[src/hw/rtl/itag_pkg.sv]
// shared constants, configuration indexes and controller/datapath interface types
package itag_pkg;

  localparam int unsigned ADDRESS_BITS = 24;
  localparam int unsigned MaxTileDim   = 8;

  localparam int unsigned TileDimW  = $clog2(MaxTileDim + 1);
  localparam int unsigned TileCntW  = $clog2(MaxTileDim);
  localparam int unsigned BufIdxW   = $clog2(MaxTileDim * MaxTileDim);
  localparam int unsigned ImgWidthW = 13;
  localparam int unsigned TileNumW  = 16;
  localparam int unsigned CfgDataW  = 16;
  localparam int unsigned CfgIdxW   = 2;
  localparam int unsigned RowThW    = TileNumW + TileDimW;
  localparam int unsigned ColOffW   = ImgWidthW + TileDimW;
  localparam int unsigned ProdW     = RowThW + ImgWidthW;

  localparam logic [CfgIdxW-1:0] CFG_IMAGE_WIDTH = 2'd0;
  localparam logic [CfgIdxW-1:0] CFG_TILE_WIDTH  = 2'd1;
  localparam logic [CfgIdxW-1:0] CFG_TILE_HEIGHT = 2'd2;
  localparam logic [CfgIdxW-1:0] CFG_TILE_COUNT  = 2'd3;

  localparam logic [ImgWidthW-1:0] RST_IMAGE_WIDTH = 13'd64;
  localparam logic [TileDimW-1:0]  RST_TILE_WIDTH  = 4'd8;
  localparam logic [TileDimW-1:0]  RST_TILE_HEIGHT = 4'd8;
  localparam logic [TileNumW-1:0]  RST_TILE_COUNT  = 16'd64;

  typedef struct packed {
    logic load;
    logic div_start;
    logic div_sel;
    logic mul;
    logic base;
    logic emit;
    logic err;
  } itag_cmd_t;

  typedef struct packed {
    logic range_err;
    logic div_busy;
    logic out_free;
    logic last;
  } itag_sts_t;

endpackage

[src/hw/rtl/itag_div.sv]
// iterative restoring divider, one quotient bit per cycle
module itag_div import itag_pkg::*; #(
  parameter int unsigned DvdW = TileNumW,
  parameter int unsigned DsrW = ImgWidthW
) (
  input  logic            clk_i,
  input  logic            rst_ni,
  input  logic            start_i,
  input  logic [DvdW-1:0] dividend_i,
  input  logic [DsrW-1:0] divisor_i,
  output logic            busy_o,
  output logic [DvdW-1:0] quotient_o,
  output logic [DsrW-1:0] remainder_o
);

  localparam int unsigned CntW = $clog2(DvdW + 1);

  logic            busy_q, busy_d;
  logic [CntW-1:0] cnt_q, cnt_d;
  logic [DvdW-1:0] quo_q, quo_d;
  logic [DsrW-1:0] rem_q, rem_d;
  logic [DsrW-1:0] dsr_q, dsr_d;
  logic [DsrW:0]   shifted;
  logic            ge;

  assign shifted = {rem_q, quo_q[DvdW-1]};
  assign ge      = shifted >= {1'b0, dsr_q};

  always_comb begin
    busy_d = busy_q;
    cnt_d  = cnt_q;
    quo_d  = quo_q;
    rem_d  = rem_q;
    dsr_d  = dsr_q;
    if (start_i) begin
      busy_d = 1'b1;
      cnt_d  = CntW'(DvdW);
      quo_d  = dividend_i;
      rem_d  = '0;
      dsr_d  = divisor_i;
    end else if (busy_q) begin
      quo_d = {quo_q[DvdW-2:0], ge};
      rem_d = ge ? DsrW'(shifted - {1'b0, dsr_q}) : shifted[DsrW-1:0];
      cnt_d = cnt_q - CntW'(1);
      if (cnt_q == CntW'(1)) begin
        busy_d = 1'b0;
      end
    end
  end

  always_ff @(posedge clk_i or negedge rst_ni) begin
    if (!rst_ni) begin
      busy_q <= 1'b0;
      cnt_q  <= '0;
    end else begin
      busy_q <= busy_d;
      cnt_q  <= cnt_d;
    end
  end

  always_ff @(posedge clk_i) begin
    quo_q <= quo_d;
    rem_q <= rem_d;
    dsr_q <= dsr_d;
  end

  assign busy_o      = busy_q;
  assign quotient_o  = quo_q;
  assign remainder_o = rem_q;

endmodule

[src/hw/rtl/itag_datapath.sv]
// configuration registers, tile position arithmetic, pixel walk and output register
module itag_datapath import itag_pkg::*; #(
  parameter int unsigned AddrBits = ADDRESS_BITS
) (
  input  logic                clk_i,
  input  logic                rst_ni,
  input  logic                cfg_we_i,
  input  logic [CfgIdxW-1:0]  cfg_idx_i,
  input  logic [CfgDataW-1:0] cfg_data_i,
  input  logic [TileNumW-1:0] tile_number_i,
  input  logic                out_stall_i,
  input  itag_cmd_t           cmd_i,
  output itag_sts_t           sts_o,
  output logic                out_valid_o,
  output logic [AddrBits-1:0] pixel_address_o,
  output logic [BufIdxW-1:0]  buffer_index_o,
  output logic                last_pixel_o,
  output logic                range_error_o
);

  logic [ImgWidthW-1:0] iw_q;
  logic [TileDimW-1:0]  tw_q, th_q;
  logic [TileNumW-1:0]  tc_q;
  logic [TileDimW-1:0]  tw_c, th_c;

  logic [TileNumW-1:0]  tn_q;
  logic [RowThW-1:0]    rowth_q;
  logic [ColOffW-1:0]   coloff_q;
  logic [ProdW-1:0]     prod_q;
  logic [AddrBits-1:0]  addr_q, row_start_q, row_next;
  logic [TileCntW-1:0]  row_q, col_q;
  logic [BufIdxW-1:0]   idx_q;
  logic                 last;

  logic                 out_valid_q;
  logic [AddrBits-1:0]  pix_q;
  logic [BufIdxW-1:0]   bidx_q;
  logic                 last_q, err_q;

  logic                 div_busy;
  logic [TileNumW-1:0]  div_quo;
  logic [ImgWidthW-1:0] div_rem;
  logic [TileNumW-1:0]  div_dvd;
  logic [ImgWidthW-1:0] div_dsr;

  assign tw_c = (tw_q > TileDimW'(MaxTileDim)) ? TileDimW'(MaxTileDim) : tw_q;
  assign th_c = (th_q > TileDimW'(MaxTileDim)) ? TileDimW'(MaxTileDim) : th_q;

  always_ff @(posedge clk_i or negedge rst_ni) begin
    if (!rst_ni) begin
      iw_q <= RST_IMAGE_WIDTH;
      tw_q <= RST_TILE_WIDTH;
      th_q <= RST_TILE_HEIGHT;
      tc_q <= RST_TILE_COUNT;
    end else if (cfg_we_i) begin
      unique case (cfg_idx_i)
        CFG_IMAGE_WIDTH: iw_q <= cfg_data_i[ImgWidthW-1:0];
        CFG_TILE_WIDTH:  tw_q <= cfg_data_i[TileDimW-1:0];
        CFG_TILE_HEIGHT: th_q <= cfg_data_i[TileDimW-1:0];
        CFG_TILE_COUNT:  tc_q <= cfg_data_i[TileNumW-1:0];
        default: ;
      endcase
    end
  end

  // first pass: tiles per row, second pass: tile row and column
  assign div_dvd = cmd_i.div_sel ? tn_q : TileNumW'(iw_q);
  assign div_dsr = cmd_i.div_sel ? div_quo[ImgWidthW-1:0] : ImgWidthW'(tw_c);

  itag_div #(
    .DvdW(TileNumW),
    .DsrW(ImgWidthW)
  ) u_div (
    .clk_i      (clk_i),
    .rst_ni     (rst_ni),
    .start_i    (cmd_i.div_start),
    .dividend_i (div_dvd),
    .divisor_i  (div_dsr),
    .busy_o     (div_busy),
    .quotient_o (div_quo),
    .remainder_o(div_rem)
  );

  assign last = (TileDimW'(row_q) == th_c - TileDimW'(1))
             && (TileDimW'(col_q) == tw_c - TileDimW'(1));
  assign row_next = row_start_q + AddrBits'(iw_q);

  always_ff @(posedge clk_i) begin
    if (cmd_i.load) begin
      tn_q <= tile_number_i;
    end
    if (cmd_i.mul) begin
      rowth_q  <= RowThW'(div_quo) * RowThW'(th_c);
      coloff_q <= ColOffW'(div_rem) * ColOffW'(tw_c);
    end
    if (cmd_i.base) begin
      prod_q <= ProdW'(rowth_q) * ProdW'(iw_q);
    end
  end

  // address start of the tile, then walk in raster order
  logic [ProdW-1:0] base_sum;
  logic             base_ld_q;
  assign base_sum = prod_q + ProdW'(coloff_q);

  always_ff @(posedge clk_i or negedge rst_ni) begin
    if (!rst_ni) begin
      base_ld_q <= 1'b0;
    end else begin
      base_ld_q <= cmd_i.base;
    end
  end

  always_ff @(posedge clk_i) begin
    if (base_ld_q) begin
      addr_q      <= base_sum[AddrBits-1:0];
      row_start_q <= base_sum[AddrBits-1:0];
      row_q       <= '0;
      col_q       <= '0;
      idx_q       <= '0;
    end else if (cmd_i.emit && !cmd_i.err) begin
      idx_q <= idx_q + BufIdxW'(1);
      if (TileDimW'(col_q) == tw_c - TileDimW'(1)) begin
        col_q       <= '0;
        row_q       <= row_q + TileCntW'(1);
        row_start_q <= row_next;
        addr_q      <= row_next;
      end else begin
        col_q  <= col_q + TileCntW'(1);
        addr_q <= addr_q + AddrBits'(1);
      end
    end
  end

  always_ff @(posedge clk_i or negedge rst_ni) begin
    if (!rst_ni) begin
      out_valid_q <= 1'b0;
    end else if (cmd_i.emit) begin
      out_valid_q <= 1'b1;
    end else if (!out_stall_i) begin
      out_valid_q <= 1'b0;
    end
  end

  always_ff @(posedge clk_i) begin
    if (cmd_i.emit) begin
      if (cmd_i.err) begin
        pix_q  <= '0;
        bidx_q <= '0;
        last_q <= 1'b1;
        err_q  <= 1'b1;
      end else begin
        pix_q  <= addr_q;
        bidx_q <= idx_q;
        last_q <= last;
        err_q  <= 1'b0;
      end
    end
  end

  assign sts_o.range_err = (tn_q >= tc_q) || (tw_c == '0) || (th_c == '0)
                        || (iw_q < ImgWidthW'(tw_c));
  assign sts_o.div_busy  = div_busy;
  assign sts_o.out_free  = !out_valid_q || !out_stall_i;
  assign sts_o.last      = last;

  assign out_valid_o     = out_valid_q;
  assign pixel_address_o = pix_q;
  assign buffer_index_o  = bidx_q;
  assign last_pixel_o    = last_q;
  assign range_error_o   = err_q;

  assert property (@(posedge clk_i) disable iff (!rst_ni)
    out_valid_q && err_q |-> last_q && (pix_q == '0) && (bidx_q == '0))
    else $error("error result with nonzero payload");

  assert property (@(posedge clk_i) disable iff (!rst_ni)
    cmd_i.emit |-> sts_o.out_free)
    else $error("result overwrites an unaccepted result");

  assert property (@(posedge clk_i) disable iff (!rst_ni)
    cmd_i.emit && !cmd_i.err |-> (TileDimW'(row_q) < th_c) && (TileDimW'(col_q) < tw_c))
    else $error("pixel walk left the tile");

endmodule

[src/hw/rtl/itag_ctrl.sv]
// sequencing state machine for the tile request
module itag_ctrl import itag_pkg::*; (
  input  logic      clk_i,
  input  logic      rst_ni,
  input  logic      in_valid_i,
  output logic      in_stall_o,
  input  itag_sts_t sts_i,
  output itag_cmd_t cmd_o
);

  typedef enum logic [7:0] {
    S_IDLE  = 8'b0000_0001,
    S_CHECK = 8'b0000_0010,
    S_PR    = 8'b0000_0100,
    S_TD    = 8'b0000_1000,
    S_MUL   = 8'b0001_0000,
    S_BASE  = 8'b0010_0000,
    S_WALK  = 8'b0100_0000,
    S_ERR   = 8'b1000_0000
  } state_e;

  state_e state_q, state_d;

  always_comb begin
    state_d = state_q;
    cmd_o   = '0;
    unique case (state_q)
      S_IDLE: begin
        if (in_valid_i) begin
          cmd_o.load = 1'b1;
          state_d    = S_CHECK;
        end
      end
      S_CHECK: begin
        if (sts_i.range_err) begin
          state_d = S_ERR;
        end else begin
          cmd_o.div_start = 1'b1;
          state_d         = S_PR;
        end
      end
      S_PR: begin
        if (!sts_i.div_busy) begin
          cmd_o.div_start = 1'b1;
          cmd_o.div_sel   = 1'b1;
          state_d         = S_TD;
        end
      end
      S_TD: begin
        if (!sts_i.div_busy) begin
          cmd_o.mul = 1'b1;
          state_d   = S_MUL;
        end
      end
      S_MUL: begin
        cmd_o.base = 1'b1;
        state_d    = S_BASE;
      end
      S_BASE: begin
        state_d = S_WALK;
      end
      S_WALK: begin
        if (sts_i.out_free) begin
          cmd_o.emit = 1'b1;
          if (sts_i.last) begin
            state_d = S_IDLE;
          end
        end
      end
      S_ERR: begin
        if (sts_i.out_free) begin
          cmd_o.emit = 1'b1;
          cmd_o.err  = 1'b1;
          state_d    = S_IDLE;
        end
      end
      default: state_d = S_IDLE;
    endcase
  end

  always_ff @(posedge clk_i or negedge rst_ni) begin
    if (!rst_ni) begin
      state_q <= S_IDLE;
    end else begin
      state_q <= state_d;
    end
  end

  assign in_stall_o = (state_q != S_IDLE);

  assert property (@(posedge clk_i) disable iff (!rst_ni)
    state_q == S_WALK && cmd_o.emit && sts_i.last |=> state_q == S_IDLE)
    else $error("walk did not end after last pixel");

  assert property (@(posedge clk_i) disable iff (!rst_ni)
    cmd_o.div_start |-> !sts_i.div_busy)
    else $error("divider restarted while busy");

  assert property (@(posedge clk_i) disable iff (!rst_ni)
    in_valid_i && state_q == S_IDLE |=> state_q == S_CHECK)
    else $error("request not taken in idle");

endmodule

[src/hw/rtl/image_tile_address_generator_core.sv]
// top level of the raster tile address generator
//
// a request carries a tile number; the block answers with one result per
// pixel of that tile in raster order: linear image address, packed buffer
// index, a last flag on the final pixel. a tile number at or beyond the
// tile count, a zero tile size or an image narrower than one tile gives a
// single result with range_error and last_pixel set.
// both channels use valid/stall; a request is taken only while idle.
// after a request: a range check, two passes of the shared serial
// divider, then multiply and base add come before the first result, then
// one result per cycle while the output is not stalled, tile_width *
// tile_height results in all. an error result follows the check once
// the output is free. results sit in an output register, so the next
// request is taken while the last result still waits. a stall on the
// result side freezes the pixel walk. configuration registers are to be
// written only while idle; the user is bound by this, the block itself
// does not enforce it. reset clears the state machine and output valid
// and loads the register defaults: 64 wide image, 8x8 tiles, 64 tiles.
module image_tile_address_generator_core import itag_pkg::*; #(
  parameter int unsigned AddrBits = ADDRESS_BITS
) (
  input  logic                clk_i,
  input  logic                rst_ni,
  input  logic                cfg_we_i,
  input  logic [CfgIdxW-1:0]  cfg_idx_i,
  input  logic [CfgDataW-1:0] cfg_data_i,
  input  logic                in_valid_i,
  output logic                in_stall_o,
  input  logic [TileNumW-1:0] tile_number_i,
  output logic                out_valid_o,
  input  logic                out_stall_i,
  output logic [AddrBits-1:0] pixel_address_o,
  output logic [BufIdxW-1:0]  buffer_index_o,
  output logic                last_pixel_o,
  output logic                range_error_o
);

  itag_cmd_t cmd;
  itag_sts_t sts;

  itag_ctrl u_ctrl (
    .clk_i     (clk_i),
    .rst_ni    (rst_ni),
    .in_valid_i(in_valid_i),
    .in_stall_o(in_stall_o),
    .sts_i     (sts),
    .cmd_o     (cmd)
  );

  itag_datapath #(
    .AddrBits(AddrBits)
  ) u_datapath (
    .clk_i          (clk_i),
    .rst_ni         (rst_ni),
    .cfg_we_i       (cfg_we_i),
    .cfg_idx_i      (cfg_idx_i),
    .cfg_data_i     (cfg_data_i),
    .tile_number_i  (tile_number_i),
    .out_stall_i    (out_stall_i),
    .cmd_i          (cmd),
    .sts_o          (sts),
    .out_valid_o    (out_valid_o),
    .pixel_address_o(pixel_address_o),
    .buffer_index_o (buffer_index_o),
    .last_pixel_o   (last_pixel_o),
    .range_error_o  (range_error_o)
  );

endmodule

[config.mk]
export PLATFORM = sky130hd
export DESIGN_NAME = image_tile_address_generator_core
export DESIGN_NICKNAME = d
export VERILOG_FILES = /design/src/hw/rtl/itag_pkg.sv /design/src/hw/rtl/itag_div.sv /design/src/hw/rtl/itag_datapath.sv /design/src/hw/rtl/itag_ctrl.sv /design/src/hw/rtl/image_tile_address_generator_core.sv
export SDC_FILE = /design/constraint.sdc
export NUM_CORES = 1
export LEC_CHECK = 0
export BUFFER_PORTS_ARGS = -buffer_cell sky130_fd_sc_hd__buf_4
export CAP_MARGIN = 10
export CORE_MARGIN = 3
export CORE_UTILIZATION = 65
export DETAILED_ROUTE_END_ITERATION = 12
export MAX_ROUTING_LAYER = met4
export PLACE_DENSITY = 0.8
export REMOVE_ABC_BUFFERS = 1
export SLEW_MARGIN = 20
export SYNTH_ARGS = -nofsm -noshare
export SYNTH_HDL_FRONTEND = slang
export SYNTH_HIERARCHICAL = 1
export SYNTH_SLANG_ARGS = --single-unit
[constraint.sdc]
create_clock -name clk_i -period 14.7 [get_ports clk_i]
set_input_delay 1.47 -clock clk_i [delete_from_list [all_inputs] [get_ports clk_i]]
set_output_delay 1.47 -clock clk_i [all_outputs]
set_load 0.02 [all_outputs]
==> results.json, run 1 <==
{
  "status": "finished clean",
  "worstPathRequired_ns": 15.01,
  "crit_fanout": 19,
  "switching_power_w": 0.00279,
  "die_width_um": 196,
  "power_frac_seq_pct": 21.2,
  "routed_wl_mm": 53.9,
  "yosysSeqAreaShare_pct": 31.5,
  "fin_nets": 2810,
  "final_common_cell": "inv_1",
  "ios": 73,
  "clkPwrFrac_pct": 13.8,
  "crit_arrival_ns": 6.47,
  "via_per_inst": 5.96,
  "area_delta_synth_final_pct": 8.94,
  "synth_area_sq_mm": 0.0235,
  "core_area_sq_mm": 0.0357,
  "final_cell_mix": "314 x inv_1, 298 x nand2_1, 217 x fa_1, 186 x edfxtp_1, 163 x ha_1",
  "clkTransAtPathRegs_ns": 0.06,
  "synth-seq-cells": 264,
  "grt_pass1_wl_mm": 90.6,
  "final_cells": 2876,
  "grt_pass1_vias": 18083,
  "post-route-period-util_pct": 41.9,
  "synthCells": 2359,
  "period_needed_ns": 6.16,
  "critPathCaptureType": "flop",
  "cap_viol_max_count": 0,
  "hp-class": "flop to flop",
  "swShare_pct": 44.4,
  "worstMarginPinSlew_ns": 1.21,
  "grt.total_usage_pct": 29.8,
  "synth_edf_count": 186,
  "setup-violations-final": 0,
  "hold_violations": 0,
  "final_antenna_net_count": 0,
  "power_frac_comb_pct": 65.0,
  "rows": 69,
  "place_inst": 2820,
  "syn_area_per_cell_sq_um": 9.98,
  "drc": 0,
  "powerDensity_mw_per_mm2": 245,
  "nFillCells": 2586,
  "n_antenna_cell": 0,
  "ys.flop_type": "edfxtp_1",
  "grt_max_degree": 64,
  "clock_latency_ns": 0.57,
  "critPathLaunchType": "flop",
  "setup-tns-final_ns": 0,
  "cts_max_path_buffers": 3,
  "dp_hpwl_mm": 41.6,
  "post_cts_buffers": 0,
  "cts_max_level": 1,
  "clock-sinks": 264,
  "skew_ns": 0.0116,
  "root_buffer": "clkbuf_16",
  "cts_tree": "done",
  "layout-drive-gt1-share_pct": 11.1,
  "portBuffers": 72,
  "whs_ns": 0.492,
  "internal_power_w": 0.00349,
  "die-area_sq_mm": 0.0385,
  "ctsHoldBuffers": 0,
  "vias": 17128,
  "ir_drop_mv": 0.360,
  "synthDistinctLibCells": 98,
  "async_reset_ff_share_pct": 20.1,
  "drt_iter0_drc": 1403,
  "rsz0062_at_grt": "false",
  "drt_first_pass_iters": 6,
  "die_h_um": 196,
  "cts_made_buffers": 30,
  "ys.warnings.count": 6,
  "criticalPathCategory": "flop to flop",
  "initial_core_util_pct": 66.0,
  "routedWlPerCell_um": 18.8,
  "regArea_sq_mm": 0.00742,
  "drv_slew": 0,
  "multi_input_area_sq_mm": 0.0146,
  "p_leak_nw": 11.5,
  "antenna_found_initial": 1,
  "cts_resized": 0,
  "finalWeightedCongestion": 0.941,
  "relSlewSlack_pct": 18.4,
  "gr-total-overflow": 0,
  "fmax_mhz": 162
}
-- cells by family after synthesis --
family	synth area share, %
xor+xnor	5.39
flops	31.5
fa+ha+maj	27.1
simple gates	16.5
compound gates	9.09
buf+inv	6.57
mux	3.77
-- registers in the layout, indices dropped and copies added (netlist names), 3 cells and up --
name and flops:
u_ctrl/state_q 8, u_datapath/addr_q 24, u_datapath/buffer_index_o 6, u_datapath/col_q 3
u_datapath/coloff_q 17, u_datapath/idx_q 6, u_datapath/iw_q 13, u_datapath/pixel_address_o 24
u_datapath/prod_q 24, u_datapath/row_q 3, u_datapath/row_start_q 24, u_datapath/rowth_q 20
u_datapath/tc_q 16, u_datapath/th_q 4, u_datapath/tn_q 16, u_datapath/tw_q 4
u_datapath/u_div/cnt_q 5, u_datapath/u_div/dsr_q 13, u_datapath/u_div/quotient_o 16, u_datapath/u_div/remainder_o 13
-- critical path, cell delays in order (launching register included) --
cell and delay [ns]:
dfrtp_1 0.69, and2_1 0.34, fa_1 0.53, inv_1 0.05, fa_1 0.48, inv_1 0.06, fa_1 0.50, fa_1 0.54
inv_1 0.05, fa_1 0.52, inv_1 0.04, ha_1 0.36, a21o_1 0.20, a21oi_1 0.29, o221ai_1 0.19, a41oi_1 0.30
nor2b_1 0.08, o21a_1 0.19, o41a_1 0.32, xor2_1 0.15
-- synthesized netlist by cell type (all sizes together), types with 31 or more instances --
cell type	instances	share of area (%)
a21o	31	0.99
a21oi	82	1.8
and2	161	4.3
clkbuf	70	1.1
dfrtp	48	5.1
edfxtp	186	24
fa	217	18
ha	163	8.7
inv	315	5.0
mux2	70	3.3
nand2	298	4.8
nand3	49	1.0
nor2	96	1.6
nor2b	49	1.3
nor3	33	0.75
o21ai	60	1.3
xnor2	96	3.6
xor2	49	1.8
-- routing by layer --
| metal | vias up | share of wire, % | track usage [%] |
|---|---|---|---|
| met3 | 164 | 6.1 | 3.59 |
| met2 | 614 | 49 | 50.5 |
| met5 | - | 0 | - |
| li1 | 7888 | - | - |
| met1 | 8462 | 41 | 37.8 |
| met4 | 0 | 3.6 | 9.80 |
-- metrics by stage --
| step | worst slack (ns) | instance area (sq um) | total power (W) | util [%] |
|---|---|---|---|---|
| floorplan | 9.16 | 23200 | 0.00443 | - |
| global placement | 8.76 | 24500 | 0.00521 | 68.6 |
| detailed placement | 8.61 | 24500 | 0.00539 | 68.6 |
| CTS | 8.59 | 25600 | 0.00628 | 71.9 |
| global route | 8.24 | 25600 | 0.00688 | 71.9 |
| finish | 8.54 | 25600 | 0.00628 | 71.9 |
-- final cells by class --
type	instances	area share, %
multi-input combinational	1691	57.0
timing repair buffer	89	2.61
clock buffer	46	3.76
tap	461	2.25
inverter	315	4.61
clock inverter	10	0.820
sequential	264	28.9
-- power groups by stage --
stage,logic [W],registers (W),clock network (W)
after global placement,0.00388,0.00133,0
final,0.00408,0.00133,0.000866
after global routing,0.00462,0.00135,0.000904
after CTS,0.00408,0.00133,0.000876
after floorplan,0.00316,0.00128,0
after detailed placement,0.00405,0.00134,0
-- path summary, 6_finish.rpt --
path	start	to	slack (ns)	cells past startpoint
max reg2reg	u_datapath/iw_q[9]	u_datapath/prod_q[22]	8.54	19
max	u_datapath/iw_q[9]	u_datapath/prod_q[22]	8.54	19
min in group asynchronous	rst_ni	u_datapath/tc_q[14]	0.96	1
min reg2reg	u_datapath/idx_q[5]	u_datapath/idx_q[5]	0.49	2
min	u_datapath/idx_q[5]	u_datapath/idx_q[5]	0.49	2
max in group asynchronous	rst_ni	u_datapath/base_ld_q	13.22	1
Note: power is estimated with default switching activity, not from simulation.
==> inputs of run 2 (changes only) <==
- clock period: 14.7 -> 5.9 ns (I/O delays scaled with it)
==> run 2 against run 1 <==
Critical path depth unchanged. Hold slack worse by 0.39 ns. Utilization rose by 0.58 points. Register-to-register slack lost 8.4 ns. Count of clock-buffer cells in the layout down 3. Critical path type unchanged. Largest cell class unchanged. Highest routed layer unchanged.
==> results.json, run 2 (synthesis results as in run 1) <==
{
  "die_width_um": 196,
  "setup-tns-final_ns": 0,
  "vias": 17133,
  "final_area_sq_mm": 0.0258,
  "antenna_found_initial": 0,
  "grt.total_usage_pct": 29.7,
  "critPathCaptureType": "flop",
  "routed_wl_mm": 54.2,
  "setup-violations-final": 0,
  "cts_max_path_buffers": 3,
  "n_antenna_cell": 0,
  "post-route-period-util_pct": 97.6,
  "rrSetupSlack_ns": 0.14,
  "fin_nets": 2854,
  "worstPathRequired_ns": 6.21,
  "skew_ns": 0.0156,
  "portBuffers": 72,
  "cap_viol_max_count": 0,
  "drt_iter0_drc": 1341,
  "final_antenna_net_count": 0,
  "critPathLaunchType": "flop",
  "die_h_um": 196,
  "grt_pass1_vias": 17938,
  "finalWeightedCongestion": 0.946,
  "core_area_sq_mm": 0.0357,
  "layout-drive-gt1-share_pct": 12.7,
  "status": "finished clean",
  "gr-total-overflow": 0,
  "relSlewSlack_pct": 29.3,
  "worstMarginPinSlew_ns": 1.06,
  "initial_core_util_pct": 66.0,
  "dp_hpwl_mm": 42.2,
  "ir_drop_mv": 0.569,
  "crit_arrival_ns": 6.07,
  "final_cell_mix": "314 x inv_1, 298 x nand2_1, 217 x fa_1, 186 x edfxtp_1, 163 x ha_1",
  "criticalPathCategory": "flop to flop",
  "rsz0062_at_grt": "true",
  "drt_first_pass_iters": 5,
  "p_leak_nw": 11.6,
  "placed_area_sq_mm": 0.0248,
  "hold_violations": 0,
  "clock-sinks": 264,
  "drc": 0,
  "reg2reg_depth": 19,
  "powerDensity_mw_per_mm2": 598,
  "final_common_cell": "inv_1",
  "reg2reg_from": "u_datapath/rowth_q[7]",
  "nFillCells": 2511,
  "via_per_inst": 5.87,
  "area_delta_synth_final_pct": 9.81,
  "die-area_sq_mm": 0.0385,
  "startpoint": "u_datapath/rowth_q[7]",
  "clkTransAtPathRegs_ns": 0.06,
  "root_buffer": "clkbuf_16",
  "endpoint": "u_datapath/prod_q[22]",
  "finalCoreUtilization_pct": 72.5,
  "whs_ns": 0.101,
  "cts_tree": "done",
  "clock_latency_ns": 0.57,
  "period_needed_ns": 5.76,
  "hp-class": "input pin to async pin",
  "grt_pass1_wl_mm": 90.1,
  "crit_fanout": 10,
  "drv_slew": 0,
  "routedWlPerCell_um": 18.6,
  "cts_max_level": 1,
  "fmax_mhz": 174,
  "ios": 73,
  "rows": 69,
  "grt_max_degree": 54,
  "r2r-end": "u_datapath/prod_q[22]",
  "cts_made_buffers": 30
}
-- run 2: cell type report --
cell class,instances,area (sq um),share of cell area [%]
Multi-Input combinational cell,1691,14600,56.6
Sequential cell,264,7420,28.7
Inverter,315,1180,4.57
Timing Repair Buffer,133,998,3.86
Clock buffer,43,881,3.41
Tap cell,461,577,2.23
Clock inverter,13,154,0.595
-- run 2: metal layers --
metal,vias to the layer above,GRT usage [%],routed length [um]
met1,8419,38.7,22800
li1,7995,-,-
met2,612,50.3,26700
met5,-,-,0
met3,107,3.37,3320
met4,0,7.58,1390
-- run 2: repair_timing --
item	4_1_cts	5_1_grt
hold buffers	0	0
gates resized for setup	0	2
endpoints found under the setup margin	0	2
setup buffers	0	6
-- run 2: how the worst min path moves through the flow --
stage	to	cells past startpoint
floorplan	u_ctrl/state_q[1]	0
global placement	u_datapath/idx_q[5]	2
detailed placement	u_datapath/tc_q[4]	1
CTS	u_ctrl/state_q[6]	1
global route	u_datapath/tw_q[1]	1
finish	u_datapath/tc_q[15]	1
-- run 2: worst max-delay path, cell delays in order (launching register included) --
cell,delay [ns]
edfxtp_1,0.54
and2_1,0.23
fa_1,0.55
inv_1,0.06
fa_1,0.52
inv_1,0.05
fa_1,0.49
fa_1,0.49
inv_1,0.05
fa_1,0.53
inv_1,0.05
ha_1,0.24
nor3_1,0.28
o211a_1,0.29
o221ai_1,0.19
a41oi_2,0.24
nor2b_1,0.07
o21a_1,0.18
o41a_1,0.33
xor2_1,0.15
-- run 2: power breakdown --
part / switching (W) / internal (W) / leakage, nW / total (W)
logic: 0.00572 / 0.00456 / 8.57 / 0.0103
clock network: 0.000759 / 0.00117 / 0.508 / 0.00193
registers: 0.000401 / 0.00285 / 2.53 / 0.00325
-- run 2: metrics by stage --
step / power (W) / setup slack [ns] / std cells
after floorplan: 0.0110 / 0.358 / 2270
after global placement: 0.0129 / 0.229 / 2858
after detailed placement: 0.0134 / 0.0951 / 2858
after CTS: 0.0154 / 0.0949 / 2914
after global routing: 0.0170 / -0.00935 / 2920
final: 0.0155 / 0.141 / 2920
==> inputs of run 3 (changes only) <==
- SYNTH_HIERARCHICAL: 1 -> unset
==> run 3 against run 2 <==
Sequential cell count is the same. Largest cell class unchanged. Sequential share of layout area up 0.21 points. Critical path type unchanged. Count of clock-buffer cells in the layout unchanged. Setup slack gained 0.092 ns. Clock power fell by 6%.
==> results.json, run 3 <==
{
  "status": "finished clean",
  "preCtsSetupSlack_ns": 0.0590,
  "critPathLaunchType": "flop",
  "rows": 68,
  "core_area_sq_mm": 0.0351,
  "crit_fanout": 12,
  "syn_area_per_cell_sq_um": 9.86,
  "p_leak_nw": 11.7,
  "initial_core_util_pct": 67.0,
  "rrSetupSlack_ns": 0.23,
  "reg2reg_depth": 17,
  "yosysSeqAreaShare_pct": 31.6,
  "die-area_sq_mm": 0.0384,
  "vias": 17427,
  "startpoint": "u_datapath.rowth_q[9]",
  "synthDistinctLibCells": 87,
  "worstMarginPinSlew_ns": 1.10,
  "area_delta_synth_final_pct": 9.44,
  "synth_area_sq_mm": 0.0235,
  "ys_top_cells_by_area": "edfxtp_1 24%, fa_1 19%, ha_1 8.7%",
  "die_h_um": 196,
  "cts_made_buffers": 30,
  "synth.largest_area_cell": "edfxtp_1",
  "drt_first_pass_iters": 5,
  "clock-sinks": 264,
  "routed_wl_mm": 57.6,
  "root_buffer": "clkbuf_16",
  "drv_slew": 0,
  "criticalPathCategory": "flop to flop",
  "fmax_mhz": 176,
  "synth_edf_count": 186,
  "ctsHoldBuffers": 0,
  "crit_arrival_ns": 5.98,
  "critPathCaptureType": "flop",
  "clock_latency_ns": 0.58,
  "cts_max_level": 1,
  "grt_pass1_vias": 17870,
  "cts_tree": "done",
  "drc": 0,
  "r2r-end": "u_datapath.prod_q[23]",
  "ys_top_cells_by_count": "330 x inv_1, 313 x nand2_1, 217 x fa_1",
  "dp_hpwl_mm": 44.7,
  "skew_ns": 0.0371,
  "ys.flop_type": "edfxtp_1",
  "final_antenna_net_count": 0,
  "hold_violations": 0,
  "grt_max_degree": 68,
  "final_cell_mix": "330 x inv_1, 313 x nand2_1, 217 x fa_1, 186 x edfxtp_1, 183 x and2_1",
  "relSlewSlack_pct": 26.4,
  "hp-class": "input pin to async pin",
  "gr-total-overflow": 0,
  "post-route-period-util_pct": 96.1,
  "drt_iter0_drc": 1290,
  "n_antenna_cell": 0,
  "synth.most_common_cell": "inv_1",
  "period_needed_ns": 5.67,
  "synth-seq-cells": 264,
  "powerDensity_mw_per_mm2": 599,
  "grt.total_usage_pct": 31.5,
  "antenna_found_initial": 0,
  "worstPathRequired_ns": 6.22,
  "synthCells": 2382,
  "layout-drive-gt1-share_pct": 10.8,
  "ios": 73,
  "reg2reg_from": "u_datapath.rowth_q[9]",
  "final_common_cell": "inv_1",
  "cts_max_path_buffers": 3,
  "clkTransAtPathRegs_ns": 0.06,
  "via_per_inst": 5.93,
  "fin_nets": 2878,
  "portBuffers": 72,
  "endpoint": "u_datapath.prod_q[23]",
  "finalCoreUtilization_pct": 73.3,
  "routedWlPerCell_um": 19.6,
  "fin_ws_ns": 0.233,
  "grt_pass1_wl_mm": 93.7,
  "synth_top_area_share_pct": 23.8,
  "setup-tns-final_ns": 0,
  "finalWeightedCongestion": 0.969,
  "setup-violations-final": 0,
  "ir_drop_mv": 0.793,
  "async_reset_ff_share_pct": 20.1,
  "cap_viol_max_count": 0,
  "ys.warnings.count": 0,
  "die_width_um": 196
}
run 3: cells by family (layout without fill, tap and decap cells):
family | after synthesis | in the layout | synth area share, %
buffers and inverters | 417 | 517 | 6.92
adder cells (fa/ha/maj) | 381 | 381 | 27.2
XOR/XNOR | 142 | 142 | 5.30
AO/OA/AOI/OAI | 337 | 337 | 9.81
multiplexers | 63 | 63 | 2.91
flip-flops | 264 | 264 | 31.6
AND/OR/NAND/NOR | 778 | 778 | 16.2
run 3: through the flow:
| step | std cells | total power (W) | hold WS (ns) | instance area [sq um] |
|---|---|---|---|---|
| floorplan | 2295 | 0.0108 | 0.294 | 23100 |
| global placement | 2872 | 0.0130 | 0.474 | 24600 |
| detailed placement | 2872 | 0.0134 | 0.487 | 24600 |
| CTS | 2928 | 0.0152 | 0.0906 | 25600 |
| global route | 2937 | 0.0169 | 0.123 | 25700 |
| finish | 2937 | 0.0154 | 0.0787 | 25700 |
run 3: what timing repair did:
action                                  4_1_cts  5_1_grt
endpoints found under the hold margin         0        0
endpoints found under the setup margin        0        5
setup buffers                                 0        9
resized for setup                             0        9
run 3: worst min-delay path by stage:
| stage | cells after the start | start | to | slack (ns) |
|---|---|---|---|---|
| floorplan | 0 | rst_ni | u_ctrl.state_q[1] | 0.29 |
| CTS | 1 | rst_ni | u_datapath.u_div.cnt_q[0] | 0.09 |
| detailed placement | 2 | u_datapath.idx_q[1] | u_datapath.idx_q[1] | 0.49 |
| global placement | 2 | u_datapath.idx_q[1] | u_datapath.idx_q[1] | 0.47 |
| global route | 1 | rst_ni | u_datapath.u_div.cnt_q[1] | 0.12 |
| finish | 1 | rst_ni | u_datapath.u_div.cnt_q[0] | 0.08 |
run 3: metal layers:
| metal | routed length [um] | GRT usage (%) | part of all wire [%] | vias to the layer above |
|---|---|---|---|---|
| li1 | - | - | - | 8029 |
| met1 | 23800 | 41.9 | 41 | 8562 |
| met2 | 27400 | 50.9 | 48 | 702 |
| met3 | 3910 | 3.62 | 6.8 | 134 |
| met4 | 2510 | 11.1 | 4.4 | 0 |
| met5 | 0 | - | 0 | - |
run 3: power breakdown:
group	internal (W)	total [W]	switching (W)
registers	0.00280	0.00319	0.000385
logic	0.00437	0.0104	0.00602
clock network	0.00104	0.00181	0.000766
total	0.00822	0.0154	0.00717
run 3: cell type report:
class / instances / area (sq um)
Clock inverter: 13 / 108
Sequential cell: 264 / 7430
Timing Repair Buffer: 131 / 996
Inverter: 330 / 1240
Multi-Input combinational cell: 1701 / 14500
Fill cell: 2548 / 9360
Clock buffer: 43 / 850
Tap cell: 455 / 569
run 3: critical path, stage by stage, from the launching register on:
cell	delay, ns
edfxtp_1	0.64
nand2_1	0.15
fa_1	0.52
fa_1	0.54
inv_1	0.05
fa_1	0.46
fa_1	0.55
inv_1	0.06
fa_1	0.53
inv_1	0.04
ha_1	0.25
or3_1	0.36
or3_1	0.37
o21ai_4	0.20
o211ai_1	0.16
a31o_2	0.26
a21oi_1	0.16
xnor2_1	0.08
